[src/rtl/vpfa_pkg.sv]
// Shared types and constants for the video payload frame assembler.
// No dependencies; used by every module of the block.
`default_nettype none
package vpfa_pkg;

  localparam int unsigned BUFFER_BYTES = 1048576;

  localparam int unsigned BYTE_W   = 8;
  localparam int unsigned PLEN_W   = 12;
  localparam int unsigned CAP_W    = 21;
  localparam int unsigned ADDR_W   = 20;
  localparam int unsigned S_DATA_W = 24;
  localparam int unsigned M_DATA_W = 56;

  localparam logic [BYTE_W-1:0] HDR_MIN   = 8'd2;
  localparam logic [PLEN_W-1:0] PLEN_MIN  = 12'd2;
  localparam int unsigned       FLAG_ERR  = 6;
  localparam int unsigned       FLAG_EOF  = 1;
  localparam logic [CAP_W-1:0]  CAP_RESET = 21'd1048576;

  typedef enum logic {
    OP_BYTE  = 1'b0,
    OP_START = 1'b1
  } op_e;

  typedef struct packed {
    op_e               operation;
    logic [BYTE_W-1:0] byte_value;
    logic [PLEN_W-1:0] packet_length;
    logic              packet_error;
    logic              last_of_packet;
  } in_item_t;

  typedef struct packed {
    logic              write_valid;
    logic [ADDR_W-1:0] write_address;
    logic [BYTE_W-1:0] write_data;
    logic              frame_done;
    logic [CAP_W-1:0]  frame_length;
  } result_t;

endpackage
`default_nettype wire

[src/rtl/vpfa_in_reg.sv]
// Input register stage of the frame assembler.
// Depends on vpfa_pkg for the input item type.
`default_nettype none
module vpfa_in_reg (
  input  wire logic                clk_i,
  input  wire logic                rst_ni,
  input  wire logic                valid_i,
  output logic                     ready_o,
  input  wire vpfa_pkg::in_item_t  item_i,
  output logic                     valid_o,
  output vpfa_pkg::in_item_t       item_o,
  input  wire logic                advance_i
);

  logic               valid_q;
  vpfa_pkg::in_item_t item_q;

  assign ready_o = !valid_q || advance_i;
  assign valid_o = valid_q;
  assign item_o  = item_q;

  always_ff @(posedge clk_i or negedge rst_ni) begin
    if (!rst_ni) begin
      valid_q <= 1'b0;
    end else if (ready_o) begin
      valid_q <= valid_i;
    end
  end

  always_ff @(posedge clk_i) begin
    if (ready_o && valid_i) begin
      item_q <= item_i;
    end
  end

endmodule
`default_nettype wire

[src/rtl/vpfa_core.sv]
// Packet parsing state and the per-item frame assembly step.
// Depends on vpfa_pkg for item, result types and header constants.
`default_nettype none
module vpfa_core #(
  parameter int unsigned PACKET_BYTES_MAX = 3072
) (
  input  wire logic                          clk_i,
  input  wire logic                          rst_ni,
  input  wire logic                          fire_i,
  input  wire vpfa_pkg::in_item_t            item_i,
  input  wire logic [vpfa_pkg::CAP_W-1:0]    cap_i,
  output vpfa_pkg::result_t                  result_o
);

  localparam int unsigned PW = $clog2(PACKET_BYTES_MAX + 1);
  localparam int unsigned CW = (PW > vpfa_pkg::PLEN_W) ? PW : vpfa_pkg::PLEN_W;
  localparam logic [PW-1:0] POS_MAX = PW'(PACKET_BYTES_MAX);

  logic                          done_q, done_d;
  logic [vpfa_pkg::CAP_W-1:0]    bytes_q, bytes_d;
  logic [PW-1:0]                 pos_q, pos_d;
  logic [vpfa_pkg::BYTE_W-1:0]   hdr_q, hdr_d;
  logic                          ign_q, ign_d;
  logic                          eof_q, eof_d;
  logic                          ovf_q, ovf_d;

  logic          pos0, pos1, in_range, store_cand, has_room, wv;
  logic [CW-1:0] pos_x, plen_x, hdr_x;

  always_comb begin
    pos_x  = CW'(pos_q);
    plen_x = CW'(item_i.packet_length);
    pos0   = (pos_q == '0);
    pos1   = (pos_q == PW'(1));
    in_range = (pos_q < POS_MAX) && (pos_x < plen_x);

    done_d   = done_q;
    bytes_d  = bytes_q;
    pos_d    = pos_q;
    hdr_d    = hdr_q;
    ign_d    = ign_q;
    eof_d    = eof_q;
    ovf_d    = ovf_q;
    hdr_x    = '0;
    store_cand = 1'b0;
    has_room = 1'b0;
    wv       = 1'b0;

    if (item_i.operation == vpfa_pkg::OP_START) begin
      done_d  = 1'b0;
      bytes_d = '0;
      pos_d   = '0;
      hdr_d   = '0;
      ign_d   = 1'b0;
      eof_d   = 1'b0;
      ovf_d   = 1'b0;
    end else begin
      if (pos0) begin
        hdr_d = item_i.byte_value;
        eof_d = 1'b0;
        ovf_d = 1'b0;
        ign_d = done_q || item_i.packet_error
             || (item_i.packet_length < vpfa_pkg::PLEN_MIN)
             || (item_i.byte_value < vpfa_pkg::HDR_MIN)
             || (vpfa_pkg::PLEN_W'(item_i.byte_value) > item_i.packet_length);
      end else if (pos1) begin
        if (item_i.byte_value[vpfa_pkg::FLAG_ERR]) begin
          ign_d = 1'b1;
        end
        eof_d = item_i.byte_value[vpfa_pkg::FLAG_EOF];
      end

      hdr_x      = CW'(hdr_d);
      store_cand = !ign_d && in_range && (pos_x >= hdr_x);
      has_room   = (bytes_q < cap_i);
      wv         = store_cand && has_room;
      if (wv) begin
        bytes_d = bytes_q + vpfa_pkg::CAP_W'(1);
      end
      if (store_cand && !has_room) begin
        ovf_d = 1'b1;
      end

      if (item_i.last_of_packet) begin
        if (!ign_d && (ovf_d || (eof_d && (bytes_d != '0)))) begin
          done_d = 1'b1;
        end
        pos_d = '0;
      end else if (pos_q < POS_MAX) begin
        pos_d = pos_q + PW'(1);
      end
    end

    result_o.write_valid   = wv;
    result_o.write_address = wv ? bytes_q[vpfa_pkg::ADDR_W-1:0] : '0;
    result_o.write_data    = wv ? item_i.byte_value : '0;
    result_o.frame_done    = done_d;
    result_o.frame_length  = bytes_d;
  end

  always_ff @(posedge clk_i or negedge rst_ni) begin
    if (!rst_ni) begin
      done_q  <= 1'b0;
      bytes_q <= '0;
      pos_q   <= '0;
      hdr_q   <= '0;
      ign_q   <= 1'b0;
      eof_q   <= 1'b0;
      ovf_q   <= 1'b0;
    end else if (fire_i) begin
      done_q  <= done_d;
      bytes_q <= bytes_d;
      pos_q   <= pos_d;
      hdr_q   <= hdr_d;
      ign_q   <= ign_d;
      eof_q   <= eof_d;
      ovf_q   <= ovf_d;
    end
  end

endmodule
`default_nettype wire

[src/rtl/vpfa_out_reg.sv]
// Result register stage of the frame assembler.
// Depends on vpfa_pkg for the result type.
`default_nettype none
module vpfa_out_reg (
  input  wire logic               clk_i,
  input  wire logic               rst_ni,
  input  wire logic               valid_i,
  output logic                    ready_o,
  input  wire vpfa_pkg::result_t  result_i,
  output logic                    valid_o,
  input  wire logic               ready_i,
  output vpfa_pkg::result_t       result_o
);

  logic              valid_q;
  vpfa_pkg::result_t result_q;

  assign ready_o  = !valid_q || ready_i;
  assign valid_o  = valid_q;
  assign result_o = result_q;

  always_ff @(posedge clk_i or negedge rst_ni) begin
    if (!rst_ni) begin
      valid_q <= 1'b0;
    end else if (ready_o) begin
      valid_q <= valid_i;
    end
  end

  always_ff @(posedge clk_i) begin
    if (ready_o && valid_i) begin
      result_q <= result_i;
    end
  end

endmodule
`default_nettype wire

[src/rtl/video_payload_frame_assembler_top.sv]
// Video payload frame assembler: one packet byte per item in, one frame buffer
// write result per item out. Throughput is one item per clock while m_axis_tready
// does not stall the result register; each accepted item passes the input register,
// the combinational parsing step and the result register on its way to the output.
// The capacity register is written through the cfg channel, which is always ready.
// Depends on vpfa_pkg, vpfa_in_reg, vpfa_core and vpfa_out_reg.
`default_nettype none
module video_payload_frame_assembler_top #(
  parameter int unsigned PACKET_BYTES_MAX = 3072
) (
  input  wire logic                              clk_i,
  input  wire logic                              rst_ni,
  input  wire logic                              cfg_valid_i,
  output logic                                   cfg_ready_o,
  input  wire logic [vpfa_pkg::CAP_W-1:0]        cfg_data_i,
  input  wire logic                              s_axis_tvalid,
  output logic                                   s_axis_tready,
  // byte_value[7:0], packet_length[19:8], packet_error[20], zero[23:21]
  input  wire logic [vpfa_pkg::S_DATA_W-1:0]     s_axis_tdata,
  // operation[0]
  input  wire logic                              s_axis_tuser,
  input  wire logic                              s_axis_tlast,
  output logic                                   m_axis_tvalid,
  input  wire logic                              m_axis_tready,
  // write_address[19:0], write_data[27:20], frame_done[28],
  // frame_length[49:29], zero[55:50]
  output logic [vpfa_pkg::M_DATA_W-1:0]          m_axis_tdata,
  // write_valid[0]
  output logic                                   m_axis_tuser
);

  logic [vpfa_pkg::CAP_W-1:0] cap_q, cap_d;
  vpfa_pkg::in_item_t s_item, core_item;
  vpfa_pkg::result_t  core_result, m_result;
  logic core_valid, out_ready, fire;

  assign cfg_ready_o = 1'b1;

  always_comb begin
    if (32'(cfg_data_i) > vpfa_pkg::BUFFER_BYTES) begin
      cap_d = vpfa_pkg::CAP_W'(vpfa_pkg::BUFFER_BYTES);
    end else begin
      cap_d = cfg_data_i;
    end
  end

  always_ff @(posedge clk_i or negedge rst_ni) begin
    if (!rst_ni) begin
      cap_q <= (32'(vpfa_pkg::CAP_RESET) > vpfa_pkg::BUFFER_BYTES)
             ? vpfa_pkg::CAP_W'(vpfa_pkg::BUFFER_BYTES) : vpfa_pkg::CAP_RESET;
    end else if (cfg_valid_i && cfg_ready_o) begin
      cap_q <= cap_d;
    end
  end

  always_comb begin
    s_item.operation      = vpfa_pkg::op_e'(s_axis_tuser);
    s_item.byte_value     = s_axis_tdata[7:0];
    s_item.packet_length  = s_axis_tdata[19:8];
    s_item.packet_error   = s_axis_tdata[20];
    s_item.last_of_packet = s_axis_tlast;
  end

  vpfa_in_reg u_in_reg (
    .clk_i     (clk_i),
    .rst_ni    (rst_ni),
    .valid_i   (s_axis_tvalid),
    .ready_o   (s_axis_tready),
    .item_i    (s_item),
    .valid_o   (core_valid),
    .item_o    (core_item),
    .advance_i (fire)
  );

  assign fire = core_valid && out_ready;

  vpfa_core #(
    .PACKET_BYTES_MAX (PACKET_BYTES_MAX)
  ) u_core (
    .clk_i    (clk_i),
    .rst_ni   (rst_ni),
    .fire_i   (fire),
    .item_i   (core_item),
    .cap_i    (cap_q),
    .result_o (core_result)
  );

  vpfa_out_reg u_out_reg (
    .clk_i    (clk_i),
    .rst_ni   (rst_ni),
    .valid_i  (core_valid),
    .ready_o  (out_ready),
    .result_i (core_result),
    .valid_o  (m_axis_tvalid),
    .ready_i  (m_axis_tready),
    .result_o (m_result)
  );

  assign m_axis_tuser = m_result.write_valid;
  assign m_axis_tdata = {6'd0, m_result.frame_length, m_result.frame_done,
                         m_result.write_data, m_result.write_address};

endmodule
`default_nettype wire
[config.mk]
export PLATFORM = sky130hd
export DESIGN_NAME = video_payload_frame_assembler_top
export DESIGN_NICKNAME = d
export VERILOG_FILES = /design/src/rtl/vpfa_pkg.sv /design/src/rtl/vpfa_in_reg.sv /design/src/rtl/vpfa_core.sv /design/src/rtl/vpfa_out_reg.sv /design/src/rtl/video_payload_frame_assembler_top.sv
export SDC_FILE = /design/constraint.sdc
export NUM_CORES = 1
export LEC_CHECK = 0
export BUFFER_PORTS_ARGS = -buffer_cell sky130_fd_sc_hd__buf_4
export CAP_MARGIN = 20
export CORE_UTILIZATION = 35
export CTS_CLUSTER_DIAMETER = 40
export CTS_CLUSTER_SIZE = 28
export DETAILED_ROUTE_END_ITERATION = 12
export HOLD_SLACK_MARGIN = 0.02
export PLACE_DENSITY = 0.63
export SETUP_SLACK_MARGIN = 0.3
export SYNTH_ARGS = -nofsm -noshare
export SYNTH_HDL_FRONTEND = slang
export SYNTH_SLANG_ARGS = --single-unit
[constraint.sdc]
create_clock -name clk_i -period 4.65 [get_ports clk_i]
set_input_delay 0.2325 -clock clk_i [delete_from_list [all_inputs] [get_ports clk_i]]
set_output_delay 0.2325 -clock clk_i [all_outputs]
set_load 0.05 [all_outputs]
### After elaboration in Yosys (flattened, before gate mapping)

Cells that the tools add are included.

| word-level totals | value |
|---|---|
| register bits after elaboration | 142 |
| bits in latches | 0 |
| memory bits (writable) | 0 |
| input port bits | 52 |
| ROM bits | 0 |
| memories kept | 0 |

| operators by class | value |
|---|---|
| bitwise gates (word level) | 0 |
| multiplexer cells | 27 |
| order comparisons | 8 |
| $mul | 0 |
| equality and inequality tests | 1 |
| $add $sub $neg | 2 |
| shift-type cells | 0 |
| reduce and logical (&&, ||, !) cells | 24 |
| div/mod/pow operators | 0 |

Operator list:

| cell | count |
|---|---|
| $mux W21 | 4 |
| $mux W12 | 3 |
| $mux W8 | 3 |
| $add A21 B1 Y21 const B | 1 |
| $gt A21 B21 Y1 const B | 1 |
| $lt A21 B21 Y1 | 1 |
| $reduce_bool A21 Y1 | 1 |
| $mux W1 | 17 |
| $add A12 B1 Y12 const B | 1 |
| $eq A12 B1 Y1 const B | 1 |
| $ge A12 B8 Y1 | 1 |
| $gt A8 B12 Y1 | 1 |
| $logic_not A12 Y1 | 1 |
| $lt A12 B12 Y1 | 1 |
| $lt A12 B12 Y1 const B | 1 |
| $lt A12 B2 Y1 const B | 1 |
| $logic_and A1 B1 Y1 | 9 |
| $lt A8 B2 Y1 const B | 1 |
| $logic_or A1 B1 Y1 | 7 |
| $logic_not A1 Y1 | 4 |
| $reduce_bool A3 Y1 | 1 |
| $reduce_and A2 Y1 | 1 |

### Depth between registers and ports, before layout

| depth | value |
|---|---|
| depth in word-level cells | 19 |
| gate-level depth with buffers | 17 |
| depth with buffers taken out | 15 |

### By module

From an unflattened synthesis, not the netlist that was laid out.

| second synthesis, totals | value |
|---|---|
| cell total of the unflattened synthesis | 708 |
| area, all modules | 7,704.9 µm² |

Modules (own cells, without submodules):

| module | instances | area an instance (µm²) | cells each |
|---|---|---|---|
| vpfa_core | 1 | 4,410.5 | 528 |
| vpfa_out_reg | 1 | 1,585.3 | 55 |
| video_payload_frame_assembler_top | 1 | 964.7 | 98 |
| vpfa_in_reg | 1 | 744.5 | 27 |

### Worst setup path before layout

Ideal clock, no wire load.

| path | value |
|---|---|
| path kind | flip-flop to flip-flop |
| start | reg u_core.pos_q[9] |
| end | reg u_out_reg.result_q, in the netlist u_out_reg.result_o[21] (data pin) |
| setup slack | 0.836 ns |
| cell stages (with the launch flop) | 16 |
| clock period less this slack | 3.814 ns |
| arrival | 3.543 ns |
| cells stage by stage | dfrtp_1 nor4_2 and3_2 nand2_2 clkbuf_1 o21ai_0 ha_1 nand2b_1 a211oi_1 or3_1 nand4b_1 and3b_1 a2111oi_0 o221ai_1 nor4_2 a211oi_1 |

RTL lines:

| element | line | RTL |
|---|---|---|
| start, declared | vpfa_core.sv:21 | `logic [PW-1:0] pos_q, pos_d;` |
| start signal, assigned | vpfa_core.sv:113 | `pos_q <= pos_d;` |
| end signal, assigned | vpfa_out_reg.sv:32 | `result_q <= result_i;` |
| end, declared | vpfa_out_reg.sv:16 | `vpfa_pkg::result_t result_q;` |

==> qor.yml <==
switchingPower_uw: 860.2
clock_latency_ns: 0.42
startpoint_type: "flop"
ys_seq_area_share_pct: 51.96
hold_end: "cap_q[12]"
grt_util_met1_pct: 20.80
p_int_mw: 2.396
fp-row-count: 53
die-area_sq_um: 22170
yosys.area.top_type: "edfxtp_1"
cts_buffers: 17
crit_arrival_ns: 4.24
ys_seq_elements: 142
hpwl_um: 11920
fin_crit_ns: 4.092
portBuffers: 101
synth_ff_type: "edfxtp_1"
slew_violations: 0
r2r_slack_ns: 0.56
power_frac_clock_pct: 41.5
gp_congestion: 0.7998
synth_commonest_cells: "88 x nand2_1, 74 x edfxtp_1, 67 x dfrtp_1, 55 x nor2_1, 51 x ha_1"
die_w_um: 148.9
drtAntennaViolNets: 0
synth_most_common_cell: "nand2_1"
grt_pass1_wl_um: 27540
syn-cell-area_sq_um: 7553
end_kind: "flop"
globalRouteMet3Util_pct: 2.936
p_leak_nw: 3.970
drt_iter0_drc: 366
grtUsageMet2_pct: 27.05
h-tree-depth: 4
synth_cell_types: 63
syn_to_final_growth_pct: 24.43
cts_tree: "built"
yosys-top-cells-area: "edfxtp_1 29%, dfrtp_1 22%, ha_1 8.4%, nand2_1 4.4%, o21ai_0 3.1%"
finalWirelength_um: 17200
synthCells: 728
cp_max_fo: 17
synth-edff-count: 74
coreArea_sq_um: 21090
layout_worst_path_cycle_share_pct: 88.00
irDropWorstVdd_mv: 0.2514
rr_worst_depth: 15
post_dp_cell_area_sq_um: 8514
max_freq_mhz: 244.4
layout-drive-gt1-share_pct: 17.89
fill_cells: 1995
cp_data_required_time_ns: 4.79
reg2reg_to: "u_out_reg.result_o[21]"
antenna_cells: 0
relSlewSlack_pct: 33.32
min_path_type: "input port to flop"
pwr-share-comb_pct: 14.1
finalInstanceArea_sq_um: 9399
drc: 0
drtPass1Iterations: 5
min-delay-start: "cfg_data_i[12]"
clock-sinks: 142
syn_area_per_cell_sq_um: 10.38
holdPathStages: 3
setup_viol: 0
clkTransAtPathRegs_ns: 0.06
antenna_found_initial: 0
worst-setup-path-type: "flop to flop"
fin_skew_ns: 0.01172
ys_warn_count: 0
grt-busiest-layer: "met2"
grt_overflow: 0
num_vias: 5665
cap_viol_max_count: 0
grt_pass1_vias: 5453
io_pins: 112
async_flop_share_pct: 47.89
p_seq_share_pct: 44.4
clockBufferDepth: 2
powerDensity_nw_per_um2: 346.5
grt_max_degree: 69
synth_top_cell_area_share_pct: 29.42
status: "complete, no violations"
start_util_pct: 35.82
viasPerCell: 5.013
wire_per_inst_um: 15.22
rr_startpoint: "u_core.pos_q[8]"
finalHoldViolCount: 0
nNetsFinal: 947
worstMarginPinSlew_ns: 1.000
tns_ns: 0
switching_share_pct: 26.42
rsz0062_at_grt: "false"
grtUsageTotal_pct: 16.09
die_h_um: 148.9
clock-root-buffer: "clkbuf_16"
fin_hold_ws_ns: 0.03093
[state kept, by name (all words and copies together), names as in the netlist]
register	cells
cap_q	21
u_core.bytes_q	21
u_core.done_q	1
u_core.eof_q	1
u_core.hdr_q	8
u_core.ign_q	1
u_core.ovf_q	1
u_core.pos_q	12
u_in_reg.item_o	23
u_in_reg.valid_o	1
u_out_reg.result_o	51
u_out_reg.valid_o	1
[through the flow]
stage / utilization (%) / power, mW / setup WS (ns) / std cells
6_report: 44.57 / 3.256 / 0.5579 / 1130
5_1_grt: 44.57 / 3.391 / 0.3133 / 1130
4_1_cts: 44.40 / 3.289 / 0.4172 / 1129
3_3_place_gp: 40.38 / 1.907 / 0.4418 / 1072
3_5_place_dp: 40.38 / 1.914 / 0.4381 / 1072
2_1_floorplan: - / 1.764 / 0.8358 / 733
[routing by layer]
metal  vias up  share of wire, %
li1       2825                 -
met1      2675                45
met2       148                49
met3        17               4.5
met4         0               1.3
met5         -                 0
[power groups by stage]
stage	logic (mW)	registers [mW]	clock network, mW
3_3_place_gp	0.439	1.47	0
3_5_place_dp	0.445	1.47	0
4_1_cts	0.464	1.45	1.38
5_1_grt	0.508	1.45	1.43
2_1_floorplan	0.208	1.56	0
6_report	0.460	1.44	1.35
[logic make-up after synthesis]
group	Yosys count	share of synthesized area, %
AO/OA/AOI/OAI	130	11.12
flip-flops	142	51.96
adder cells (fa/ha/maj)	51	8.448
XOR/XNOR	31	3.594
buffers and inverters	81	4.505
multiplexers	10	1.342
other	2	0.09942
AND/OR/NAND/NOR	281	18.93
[critical path, stage by stage, from the launching register on]
cell	delay [ns]
dfrtp_1	0.47
nor4_4	0.32
and3_4	0.27
nand2_4	0.14
nand2_1	0.10
o21ai_1	0.08
ha_1	0.27
nand2b_1	0.10
a211oi_1	0.06
or3_1	0.37
nand4b_1	0.19
nand3b_4	0.24
a2111oi_0	0.64
o211ai_1	0.19
nor4_2	0.24
a211oi_1	0.13
[how the worst max path moves through the flow]
stage / startpoint / end / depth (start not counted)
floorplan: u_core.pos_q[9] / u_out_reg.result_o[21] / 15
global placement: u_core.pos_q[8] / u_out_reg.result_o[21] / 14
detailed placement: u_core.pos_q[8] / u_out_reg.result_o[30] / 14
CTS: u_core.pos_q[8] / u_out_reg.result_o[21] / 14
global route: u_core.pos_q[8] / u_out_reg.result_o[21] / 15
finish: u_core.pos_q[8] / u_out_reg.result_o[21] / 15
[layout by cell type, fill, tap and decap left out, drive strengths merged, types with 9 or more instances in the layout]
| cell type | synthesis | routed |
|---|---|---|
| nand3 | 23 | 23 |
| nand2b | 9 | 9 |
| dfrtp | 67 | 67 |
| nand4 | 12 | 12 |
| o21ai | 49 | 49 |
| ha | 51 | 51 |
| mux2i | 9 | 9 |
| nor2 | 56 | 56 |
| xor2 | 11 | 11 |
| nor4 | 14 | 14 |
| nor3 | 16 | 16 |
| xnor2 | 20 | 20 |
| edfxtp | 74 | 74 |
| inv | 40 | 40 |
| buf | 11 | 106 |
| a21oi | 18 | 18 |
| o31ai | 23 | 23 |
| clkbuf | 30 | 19 |
| dlygate4sd3 | 0 | 27 |
| nand2 | 90 | 90 |
| and2 | 32 | 32 |
[cell type report]
class	count	area, sq um	area share (%)
clock buffer	19	432.9	4.606
inverter	40	150.1	1.597
clock inverter	11	145.1	1.544
multi-input combinational	510	3332	35.45
timing repair buffer	133	1070	11.38
sequential	142	3925	41.76
tap	275	344.1	3.661
[what timing repair did]
item / CTS / global route
endpoints found under the setup margin: 0 / 2
hold buffers: 27 / 0
endpoints found under the hold margin: 93 / 0
buffers inserted: 0 / 0
gates resized for setup: 0 / 6
Note: power is estimated with default switching activity, not from simulation.
